**config.mk**
```make
export PLATFORM = sky130hd
export DESIGN_NAME = rational_fraction_reducer_unit
export DESIGN_NICKNAME = d
export VERILOG_FILES = /design/src/sv/rfr_pkg.sv /design/src/sv/rfr_gcd.sv /design/src/sv/rfr_div.sv /design/src/sv/rational_fraction_reducer_unit.sv
export VERILOG_INCLUDE_DIRS = /design/src /design/src/sv
export SDC_FILE = /design/constraint.sdc
export NUM_CORES = 1
export LEC_CHECK = 0
export BUFFER_PORTS_ARGS = -buffer_cell sky130_fd_sc_hd__buf_4
export CORE_MARGIN = 2
export CORE_UTILIZATION = 39
export DETAILED_ROUTE_END_ITERATION = 10
export PLACE_DENSITY_LB_ADDON = 0.15
export SETUP_SLACK_MARGIN = 0.3
export SYNTH_ARGS = -nofsm -noshare
export SYNTH_HDL_FRONTEND = slang
export SYNTH_HIERARCHICAL = 1
export SYNTH_SLANG_ARGS = --single-unit
```
**constraint.sdc**
```tcl
create_clock -name clk -period 7.1 [get_ports clk]
set_clock_uncertainty 0.05 [all_clocks]
set_input_delay 0.355 -clock clk [delete_from_list [all_inputs] [get_ports clk]]
set_output_delay 0.355 -clock clk [all_outputs]
set_load 0.02 [all_outputs]
```
**src/sv/rational_fraction_reducer_unit_defines.svh**
```systemverilog
// Assertion shorthands for the fraction reducer; sampled on clk, quiet in reset.
`ifndef RATIONAL_FRACTION_REDUCER_UNIT_DEFINES_SVH
`define RATIONAL_FRACTION_REDUCER_UNIT_DEFINES_SVH

// Check a consequence in the same cycle as its cause.
`define RFR_ASSERT_IMPL(label, ante, cons) \
  label: assert property (@(posedge clk) disable iff (!rst_n) (ante) |-> (cons)) \
    else $error("rfr same-cycle check failed");

// Check a consequence in the cycle after its cause.
`define RFR_ASSERT_NEXT(label, ante, cons) \
  label: assert property (@(posedge clk) disable iff (!rst_n) (ante) |=> (cons)) \
    else $error("rfr next-cycle check failed");

`endif

```
**src/sv/rfr_pkg.sv**
```systemverilog
package rfr_pkg;

  // Default width of every numerator and denominator.
  localparam int unsigned VALUE_WIDTH_DEF = 32;

  // Handshake status of an iterative arithmetic unit.
  typedef struct packed {
    logic busy;
    logic done;
  } rfr_unit_sts_t;

endpackage

```
**src/sv/rfr_gcd.sv**
```systemverilog
module rfr_gcd #(
  parameter int unsigned VALUE_WIDTH = rfr_pkg::VALUE_WIDTH_DEF
) (
  input  logic                      clk,
  input  logic                      rst_n,
  input  logic                      start,
  input  logic [VALUE_WIDTH-1:0]    a_in,
  input  logic [VALUE_WIDTH-1:0]    b_in,
  output logic [VALUE_WIDTH-1:0]    gcd,
  output rfr_pkg::rfr_unit_sts_t    sts
);
  import rfr_pkg::*;

  localparam int unsigned SW = $clog2(VALUE_WIDTH);

  typedef enum logic [1:0] {G_IDLE, G_STRIP, G_AODD, G_LOOP} gcd_state_t;

  gcd_state_t             state_r;
  logic [VALUE_WIDTH-1:0] a_r;
  logic [VALUE_WIDTH-1:0] b_r;
  logic [SW-1:0]          sh_r;
  logic [VALUE_WIDTH-1:0] g_r;
  logic                   done_r;

  // Shared compare and subtract: larger minus smaller
  logic                   a_gt_b;
  logic [VALUE_WIDTH-1:0] diff;

  assign a_gt_b = (a_r > b_r);
  assign diff   = a_gt_b ? (a_r - b_r) : (b_r - a_r);

  // Binary GCD: strip common twos, make a odd, then subtract and halve
  always_ff @(posedge clk) begin
    if (!rst_n) begin
      state_r <= G_IDLE;
      done_r  <= 1'b0;
      a_r     <= '0;
      b_r     <= '0;
      sh_r    <= '0;
      g_r     <= '0;
    end else begin
      done_r <= 1'b0;
      case (state_r)
        G_IDLE: begin
          if (start) begin
            a_r     <= a_in;
            b_r     <= b_in;
            sh_r    <= '0;
            state_r <= G_STRIP;
          end
        end
        G_STRIP: begin
          if (a_r[0] || b_r[0]) begin
            state_r <= G_AODD;
          end else begin
            a_r  <= a_r >> 1;
            b_r  <= b_r >> 1;
            sh_r <= sh_r + 1'b1;
          end
        end
        G_AODD: begin
          if (a_r[0]) begin
            state_r <= G_LOOP;
          end else begin
            a_r <= a_r >> 1;
          end
        end
        G_LOOP: begin
          if (b_r == '0) begin
            g_r     <= a_r << sh_r;
            done_r  <= 1'b1;
            state_r <= G_IDLE;
          end else if (!b_r[0]) begin
            b_r <= b_r >> 1;
          end else begin
            if (a_gt_b) begin
              a_r <= b_r;
            end
            b_r <= diff;
          end
        end
        default: begin
          state_r <= G_IDLE;
        end
      endcase
    end
  end

  assign gcd      = g_r;
  assign sts.busy = (state_r != G_IDLE);
  assign sts.done = done_r;

endmodule

```
**src/sv/rfr_div.sv**
```systemverilog
module rfr_div #(
  parameter int unsigned VALUE_WIDTH = rfr_pkg::VALUE_WIDTH_DEF
) (
  input  logic                      clk,
  input  logic                      rst_n,
  input  logic                      start,
  input  logic [VALUE_WIDTH-1:0]    dividend,
  input  logic [VALUE_WIDTH-1:0]    divisor,
  output logic [VALUE_WIDTH-1:0]    quotient,
  output rfr_pkg::rfr_unit_sts_t    sts
);
  import rfr_pkg::*;

  localparam int unsigned CW = $clog2(VALUE_WIDTH);

  typedef enum logic {D_IDLE, D_RUN} div_state_t;

  div_state_t             state_r;
  logic [VALUE_WIDTH-1:0] rem_r;
  logic [VALUE_WIDTH-1:0] q_r;
  logic [VALUE_WIDTH-1:0] dvs_r;
  logic [CW-1:0]          cnt_r;
  logic                   done_r;

  // Restoring step: bring down the next dividend bit and try the subtract
  logic [VALUE_WIDTH:0]   trial;
  logic [VALUE_WIDTH:0]   sub;
  logic                   fits;

  assign trial = {rem_r, q_r[VALUE_WIDTH-1]};
  assign sub   = trial - {1'b0, dvs_r};
  assign fits  = !sub[VALUE_WIDTH];

  // One quotient bit a cycle, most significant first
  always_ff @(posedge clk) begin
    if (!rst_n) begin
      state_r <= D_IDLE;
      done_r  <= 1'b0;
      rem_r   <= '0;
      q_r     <= '0;
      dvs_r   <= '0;
      cnt_r   <= '0;
    end else begin
      done_r <= 1'b0;
      case (state_r)
        D_IDLE: begin
          if (start) begin
            rem_r   <= '0;
            q_r     <= dividend;
            dvs_r   <= divisor;
            cnt_r   <= CW'(VALUE_WIDTH - 1);
            state_r <= D_RUN;
          end
        end
        D_RUN: begin
          rem_r <= fits ? sub[VALUE_WIDTH-1:0] : trial[VALUE_WIDTH-1:0];
          q_r   <= {q_r[VALUE_WIDTH-2:0], fits};
          cnt_r <= cnt_r - 1'b1;
          if (cnt_r == '0) begin
            done_r  <= 1'b1;
            state_r <= D_IDLE;
          end
        end
        default: begin
          state_r <= D_IDLE;
        end
      endcase
    end
  end

  assign quotient = q_r;
  assign sts.busy = (state_r != D_IDLE);
  assign sts.done = done_r;

endmodule

```
**src/sv/rational_fraction_reducer_unit.sv**
```systemverilog
// Fraction reducer: takes one signed numerator/denominator pair per beat and returns it in
// lowest terms with a positive denominator (0/1 for a zero numerator; a zero denominator
// passes the numerator through). Each pair runs through a binary GCD unit that removes
// one factor of two or does one compare-and-subtract per cycle, then through one
// restoring divider that is used twice, once for each magnitude. A pair with a zero operand
// skips both units. in_tready is high only while no pair is in flight; a finished result
// waits in the output register, and the next pair may be taken while it waits.
`include "rational_fraction_reducer_unit_defines.svh"

module rational_fraction_reducer_unit #(
  parameter int unsigned VALUE_WIDTH = rfr_pkg::VALUE_WIDTH_DEF
) (
  input  logic                                    clk,
  input  logic                                    rst_n,
  input  logic                                    in_tvalid,
  output logic                                    in_tready,
  // [VW-1:0] numerator, [2VW-1:VW] denominator, rest padding
  input  logic [((2*VALUE_WIDTH+7)/8)*8-1:0]      in_tdata,
  output logic                                    out_tvalid,
  input  logic                                    out_tready,
  // [VW-1:0] reduced_numerator, [2VW-1:VW] reduced_denominator, rest zero
  output logic [((2*VALUE_WIDTH+7)/8)*8-1:0]      out_tdata
);
  import rfr_pkg::*;

  localparam int unsigned W       = VALUE_WIDTH;
  localparam int unsigned TDATA_W = ((2*VALUE_WIDTH+7)/8)*8;

  typedef enum logic [2:0] {ST_IDLE, ST_GCD, ST_DIVN, ST_DIVD, ST_FIN} top_state_t;

  top_state_t    state_r;
  logic [W-1:0]  an_r;
  logic [W-1:0]  ad_r;
  logic [W-1:0]  g_r;
  logic          neg_r;
  logic [W-1:0]  res_n_r;
  logic [W-1:0]  res_d_r;
  logic          out_tvalid_r;
  logic [W-1:0]  out_n_r;
  logic [W-1:0]  out_d_r;

  logic [W-1:0]  in_n;
  logic [W-1:0]  in_d;
  logic [W-1:0]  mag_n;
  logic [W-1:0]  mag_d;
  logic          in_beat;
  logic          both_nz;
  logic          out_load;

  logic          gcd_start;
  logic [W-1:0]  gcd_g;
  rfr_unit_sts_t gcd_sts;

  logic          div_start;
  logic [W-1:0]  div_dvd;
  logic [W-1:0]  div_dvs;
  logic [W-1:0]  div_q;
  rfr_unit_sts_t div_sts;

  // Unpack the beat and take magnitudes
  assign in_n    = in_tdata[W-1:0];
  assign in_d    = in_tdata[2*W-1:W];
  assign mag_n   = in_n[W-1] ? (~in_n + 1'b1) : in_n;
  assign mag_d   = in_d[W-1] ? (~in_d + 1'b1) : in_d;
  assign in_tready = (state_r == ST_IDLE);
  assign in_beat = in_tvalid && in_tready;
  assign both_nz = (in_n != '0) && (in_d != '0);

  // Load the output register once it is free or being taken
  assign out_load = (state_r == ST_FIN) && (!out_tvalid_r || out_tready);

  // Start the GCD on a general pair; reuse one divider for both magnitudes
  assign gcd_start = in_beat && both_nz;
  assign div_start = gcd_sts.done || ((state_r == ST_DIVN) && div_sts.done);
  assign div_dvd   = (state_r == ST_GCD) ? an_r  : ad_r;
  assign div_dvs   = (state_r == ST_GCD) ? gcd_g : g_r;

  rfr_gcd #(.VALUE_WIDTH(VALUE_WIDTH)) u_gcd (
    .clk   (clk),
    .rst_n (rst_n),
    .start (gcd_start),
    .a_in  (mag_n),
    .b_in  (mag_d),
    .gcd   (gcd_g),
    .sts   (gcd_sts)
  );

  rfr_div #(.VALUE_WIDTH(VALUE_WIDTH)) u_div (
    .clk      (clk),
    .rst_n    (rst_n),
    .start    (div_start),
    .dividend (div_dvd),
    .divisor  (div_dvs),
    .quotient (div_q),
    .sts      (div_sts)
  );

  // Sequence one pair and hold the result beat until taken
  always_ff @(posedge clk) begin
    if (!rst_n) begin
      state_r      <= ST_IDLE;
      out_tvalid_r <= 1'b0;
      an_r         <= '0;
      ad_r         <= '0;
      g_r          <= '0;
      neg_r        <= 1'b0;
      res_n_r      <= '0;
      res_d_r      <= '0;
      out_n_r      <= '0;
      out_d_r      <= '0;
    end else begin
      if (out_load) begin
        out_tvalid_r <= 1'b1;
      end else if (out_tvalid_r && out_tready) begin
        out_tvalid_r <= 1'b0;
      end
      case (state_r)
        ST_IDLE: begin
          if (in_beat) begin
            an_r  <= mag_n;
            ad_r  <= mag_d;
            neg_r <= in_n[W-1] ^ in_d[W-1];
            if (in_n == '0) begin
              res_n_r <= '0;
              res_d_r <= W'(1);
              state_r <= ST_FIN;
            end else if (in_d == '0) begin
              res_n_r <= in_n;
              res_d_r <= '0;
              state_r <= ST_FIN;
            end else begin
              state_r <= ST_GCD;
            end
          end
        end
        ST_GCD: begin
          if (gcd_sts.done) begin
            g_r     <= gcd_g;
            state_r <= ST_DIVN;
          end
        end
        ST_DIVN: begin
          if (div_sts.done) begin
            res_n_r <= neg_r ? (~div_q + 1'b1) : div_q;
            state_r <= ST_DIVD;
          end
        end
        ST_DIVD: begin
          if (div_sts.done) begin
            res_d_r <= div_q;
            state_r <= ST_FIN;
          end
        end
        ST_FIN: begin
          if (out_load) begin
            out_n_r      <= res_n_r;
            out_d_r      <= res_d_r;
            state_r      <= ST_IDLE;
          end
        end
        default: begin
          state_r <= ST_IDLE;
        end
      endcase
    end
  end

  assign out_tvalid = out_tvalid_r;
  assign out_tdata  = TDATA_W'({out_d_r, out_n_r});

  // Checks on the sequencer and its units
  `RFR_ASSERT_NEXT(a_busy_after_beat, in_tvalid && in_tready, !in_tready)
  `RFR_ASSERT_IMPL(a_gcd_nonzero, gcd_sts.done, gcd_g != '0)
  `RFR_ASSERT_IMPL(a_units_idle, state_r == ST_IDLE, !gcd_sts.busy && !div_sts.busy)
  `RFR_ASSERT_IMPL(a_div_in_phase, div_sts.done, state_r == ST_DIVN || state_r == ST_DIVD)

endmodule

```
## Yosys cells after proc, flatten, opt, wreduce, memory -nomap -nowiden

Index checks and enable logic that the tools add are counted.

| operators by class | value |
|---|---|
| equal/unequal tests | 23 |
| shift-type cells | 1 |
| add/subtract/negate cells | 8 |
| bitwise operators | 5 |
| multiplexer cells | 58 |
| magnitude comparators | 1 |
| reductions and logical operators | 39 |

Operators with widths:

| cell | count |
|---|---|
| two-way mux 32 bit | 27 |
| case mux 32 bit (2 select lines) | 4 |
| case mux 32 bit (4 select lines) | 1 |
| adder 32 x 1 -> 32 bit (second input constant) | 3 |
| zero test 32 bit | 3 |
| NOT 32 bit | 3 |
| case mux 32 bit (3 select lines) | 1 |
| nonzero test 32 bit | 2 |
| subtractor 32 bit | 2 |
| subtractor 33 x 32 -> 33 bit | 1 |
| greater-than comparator 32 bit | 1 |
| << shifter 32 x 5 -> 32 bit | 1 |
| two-way mux 3 bit | 7 |
| case mux 5 bit (2 select lines) | 2 |
| inequality test 2 x 1 -> 1 bit (second input constant) | 9 |
| AND reduction 4 bit | 4 |
| two-way mux 5 bit | 3 |
| case mux 3 bit (5 select lines) | 1 |
| AND reduction 2 bit | 7 |
| inequality test 2 bit (second input constant) | 6 |
| AND reduction 5 bit | 2 |
| two-way mux 2 bit | 4 |
| case mux 2 bit (4 select lines) | 1 |
| nonzero test 2 bit | 4 |
| other kinds (21) | 36 |

| storage, ports and cells | value |
|---|---|
| output and inout port bits | 66 |
| bits in registers | 436 |
| input port bits | 68 |
| word-level logic and storage cells | 158 |

## Depth between registers and ports, before layout

| logic depth | value |
|---|---|
| word-level depth | 5 |
| gate-level depth with buffers | 16 |
| mapped depth without buffers | 15 |

## By module

The synthesis kept the hierarchy.

By module, submodules not included:

| module | seq. area each (sq um) | times used | area an instance (sq um) | cells each |
|---|---|---|---|---|
| rational_fraction_reducer_unit | 4584.4 | 1 | 11248.3 | 1444 |
| rfr_gcd | 2082.0 | 1 | 10017.1 | 1391 |
| rfr_div | 2062.0 | 1 | 6177.2 | 798 |

## Least setup slack after synthesis

Ideal clock, no wire load.

| timing | value |
|---|---|
| path kind | input-to-reg |
| from | in in_tdata[21] |
| to | reg u_gcd.b_r[25] |
| stages | 12 |
| path slack | 3565 ps |
| data required time | 6964 ps |
| library setup time | 86 ps |
| arrival time | 3399 ps |
| buffers on the path | 2 |
| cell sequence | or4_1 or3_1 nor4_2 a31oi_1 and3_1 nand2b_1 o21ai_1 or3_1 clkbuf_1 clkbuf_1 nand2_1 a221oi_2 |

| between the ends | value |
|---|---|
| cells in the longest elaborated chain, start to end | 5 |

Ends and longest elaborated chain:

| element | RTL line | RTL |
|---|---|---|
| start, declared | rational_fraction_reducer_unit.sv:18 | `input logic [((2*VALUE_WIDTH+7)/8)*8-1:0] in_tdata,` |
| nonzero test 32 bit | rational_fraction_reducer_unit.sv:67 | `assign both_nz = (in_n != '0) && (in_d != '0);` |
| logical AND 1 bit | rational_fraction_reducer_unit.sv:67 |  |
| logical AND 1 bit | rational_fraction_reducer_unit.sv:73 | `assign gcd_start = in_beat && both_nz;` |
| via gcd_start | rational_fraction_reducer_unit.sv:50 | `logic gcd_start;` |
| inequality test 2 bit (no line) | n/a |  |
| AND reduction 4 bit (no line) | n/a |  |
| end signal, assigned | rfr_gcd.sv:57 | `b_r <= b_r >> 1;` |
| end signal, assigned | rfr_gcd.sv:74 | `b_r <= b_r >> 1;` |
| end signal, assigned | rfr_gcd.sv:79 | `b_r <= diff;` |
| end, declared | rfr_gcd.sv:20 | `logic [VALUE_WIDTH-1:0] b_r;` |

The timed path passes the listed nets, and every way through them passes these cells.
A chain may end at the register's enable or synchronous reset.

## Worst setup path after layout

| timing | value |
|---|---|
| from | reg u_gcd.b_r[0] |
| to | reg u_gcd.b_r[4] |

| between the ends | value |
|---|---|
| cells in the longest elaborated chain, start to end | 5 |
| elaborated cells on any way between the ends | 12 |
| classes of those cells | add/sub: 2; order compare: 1; eq/ne: 2; mux: 4; reduce/logical: 3 |

Ends and longest elaborated chain:

| element | RTL line | RTL |
|---|---|---|
| start signal, assigned | rfr_gcd.sv:47 | `b_r <= b_in;` |
| start signal, assigned | rfr_gcd.sv:57 |  |
| start signal, assigned | rfr_gcd.sv:74 |  |
| subtractor 32 bit / greater-than comparator 32 bit (equally long branches) | rfr_gcd.sv:30, rfr_gcd.sv:29 |  |
| two-way mux 32 bit | rfr_gcd.sv:30 | `assign diff = a_gt_b ? (a_r - b_r) : (b_r - a_r);` |
| two-way mux 32 bit | rfr_gcd.sv:73 | `end else if (!b_r[0]) begin` |
| two-way mux 32 bit | rfr_gcd.sv:69 | `if (b_r == '0) begin` |
| case mux 32 bit (3 select lines) | rfr_gcd.sv:43 | `case (state_r)` |

Parallel ways exist; a longest one is shown, timed or not. The select of a mux whose other input is x is not followed.

==> metrics.md <==
| Metric | Value |
|---|---|
| Status | finished clean |
| First-pass GRT wire length | 150000 um |
| Worst-Skew Late Latency | 620 ps |
| Comb pwr share | 0.512 |
| Average wire per standard cell | 21.2 um |
| Peak Freq | 213 MHz |
| MaxCap Viol Count | 0 |
| Largest net degree at the start of global routing | 93 |
| Power per cell area | 378 nW/um^2 |
| Post-Syn Nets | 3810 |
| Clock sinks | 436 |
| Worst min path class | in2reg |
| IO buf count | 133 |
| Internal | 6240 uW |
| Die ar. | 72500 sq um |
| Dpl cells | 4471 |
| Final nets | 3769 |
| Crit path cell chain | clkinv_1 -> ha_1 -> nand4b_1 -> nor4_4 -> a21o_1 -> buf_4 -> mux2i_1 -> xnor2_1 -> a222oi_1 -> a21oi_1 |
| Post-Synthesis Cells | 3632 |
| Post-Layout Inst Area | 30500 sq um |
| DRT Wirelength | 96700 um |
| Largest stage delay, worst path | 840 ps |
| Setup-failing EPs final | 0 |
| Drt first pass iters | 6 |
| Setup_tns | 0 ps |
| Crit path max-delay family | compound AO/OA/AOI/OAI gates |
| Slowest CP cell | dfxtp_1 |
| Vias per cell | 5.77 |
| H-Tree Depth | 2 |
| Fin. Hold Viols | 0 |
| GRT Total Usage | 0.257 |
| Worst-Margin Slew | 1230 ps |
| Via count | 26400 |
| Crit end category | flip-flop |
| Slew Limit Headroom | 0.177 |
| Non-filler cells, final | 4569 |
| GPL Wtd Cong | 0.965 |
| Detail Route Antenna Nets | 0 |
| Mean area per synthesized cell | 7.55 sq um |
| Core area | 69800 sq um |
| Chip Width | 269 um |
| WP buf/inv | 2 |
| Fin util | 0.437 |
| Vias in the first global route | 24500 |
| Peak VDD IR | 447 uV |
| Clock Path Buffers | 3 |
| CP max FO | 22 |
| Remaining DRCs | 0 |
| Worst-path clk slew | 70 ps |
| CP startpoint kind | flip-flop |
| Clk root buf | clkbuf_16 |
| Yosys warnings | 6 |
| Final period util | 0.662 |
| Max-slew violation count | 0 |
| Sequential share of power | 0.262 |
| Switching share of total power | 0.460 |
| Total gr overflow | 0 |
| IO Pins | 134 |
| Pleak | 0.0116 uW |
| Filler instances | 7297 |
| Clock power frac | 0.225 |
| Required @ worst endpoint | 7510 ps |
| Initial DRC Count | 2832 |
| Area Overhead vs Synth | 11.3% |
| Die height | 269 um |
| Syn Std Cell Area | 27400 sq um |
| FP Rows | 97 |
| Crit Path Category | reg2reg |
| CP arrival | 5110 ps |
| Starting Density | 0.393 |
| TritonCTS clock tree | built |
| P_sw | 5310 uW |
| TritonCTS Buffers | 49 |
| Placed Area | 28800 sq um |
| Post-CTS Setup Inserts | 0 |
| Layout cells sized above 1 | 0.104 |
| Initial antenna violation count | 2 |
| Min Clock Period, post-route | 4700 ps |
| HPWL Detailed | 70600 um |
| RSZ-0062 raised after global routing | false |
[worst paths after layout]
kind / end / start / cells past startpoint / slack [ps]
worst max-delay path: u_gcd/b_r[4]$_SDFFE_PN0P_ / u_gcd/b_r[0]$_SDFFE_PN0P_ / 10 / 2400
worst min-delay path: res_n_r[23]$_SDFFE_PN0P_ / in_tdata[23] / 3 / 50
worst max register to register: u_gcd/b_r[4]$_SDFFE_PN0P_ / u_gcd/b_r[0]$_SDFFE_PN0P_ / 10 / 2400
worst min register to register: out_n_r[26]$_SDFFE_PN0P_ / res_n_r[26]$_SDFFE_PN0P_ / 2 / 400
[worst reg2reg max path, delay by kind of cell (launching register included)]
| family | cells | cell delay (ps) |
|---|---|---|
| buffers and inverters | 2 | 970 |
| muxes | 1 | 230 |
| AOI/OAI and AO/OA | 3 | 1240 |
| and+or+nand+nor | 2 | 670 |
| xor gates and xnor gates | 1 | 90 |
| adders and majority gates | 1 | 480 |
| DFF | 1 | 840 |
[placed cells by master (no fill, tap or decap), drive strengths merged, types with 14 or more instances in the layout]
cell type,n
inv,146
nand3,157
a21oi,352
and3,17
a31oi,18
nand4,24
clkbuf,67
o21ai,275
nor3,87
mux2i,134
a21o,33
ha,107
o41ai,21
and2,14
a211oi,30
nand2b,20
mux2,69
or3,16
xor2,27
o31ai,62
dfxtp,436
o211ai,41
o21a,15
nor4,33
a22oi,36
xnor2,111
buf,172
nor2,328
nor2b,14
a222oi,17
clkinv,17
a221oi,26
nand2,529
[through the flow]
step                setup slack [ps]  hold slack (ps)  power [uW]
finish                          2400             54.8       11500
global route                    2230             47.0       12200
CTS                             2580             14.2       11400
detailed placement              2390              393        8800
global placement                2430              390        8880
floorplan                       3560              379        7190
[final cells by class]
cell class | count | area (sq um) | share of cell area
multi-input combinational | 2775 | 17100 | 0.559
sequential | 436 | 8730 | 0.286
timing repair buffer | 181 | 1390 | 0.0454
clock buffer | 67 | 1380 | 0.0450
tap | 940 | 1180 | 0.0385
inverter | 148 | 558 | 0.0183
clock inverter | 21 | 244 | 0.00799
antenna | 1 | 2.50 | 0.0000820
[state kept, by name (all words and copies together) (netlist names), 2 cells and up]
name,flops
res_n_r,32
u_gcd/b_r,32
u_div/quotient,32
g_r,32
res_d_r,32
out_n_r,32
u_gcd/gcd,32
u_gcd/sh_r,5
ad_r,32
an_r,32
state_r,3
u_gcd/state_r,2
u_div/cnt_r,5
u_div/dvs_r,32
u_gcd/a_r,32
out_d_r,32
u_div/rem_r,32
[routing by layer]
metal	global-route usage	vias up	routed length, um
met5	0	-	0
met4	0.0794	0	2980
met3	0.0304	158	6220
met2	0.382	929	41300
met1	0.385	12500	46200
li1	-	12800	-
[power by group through the flow]
stage          sequential (uW)  combinational, uW  clock [uW]
2_1_floorplan             2910               4280           0
3_5_place_dp              3070               5730           0
6_report                  3030               5920        2600
5_1_grt                   3060               6380        2740
4_1_cts                   3010               5770        2660
3_3_place_gp              3060               5820           0
[repair_timing]
action	4_1_cts	5_1_grt
resized for setup	0	0
endpoints found under the setup margin	0	0
endpoints found under the hold margin	9	0
hold buffers	9	0
(Power assumes the default switching activity.)
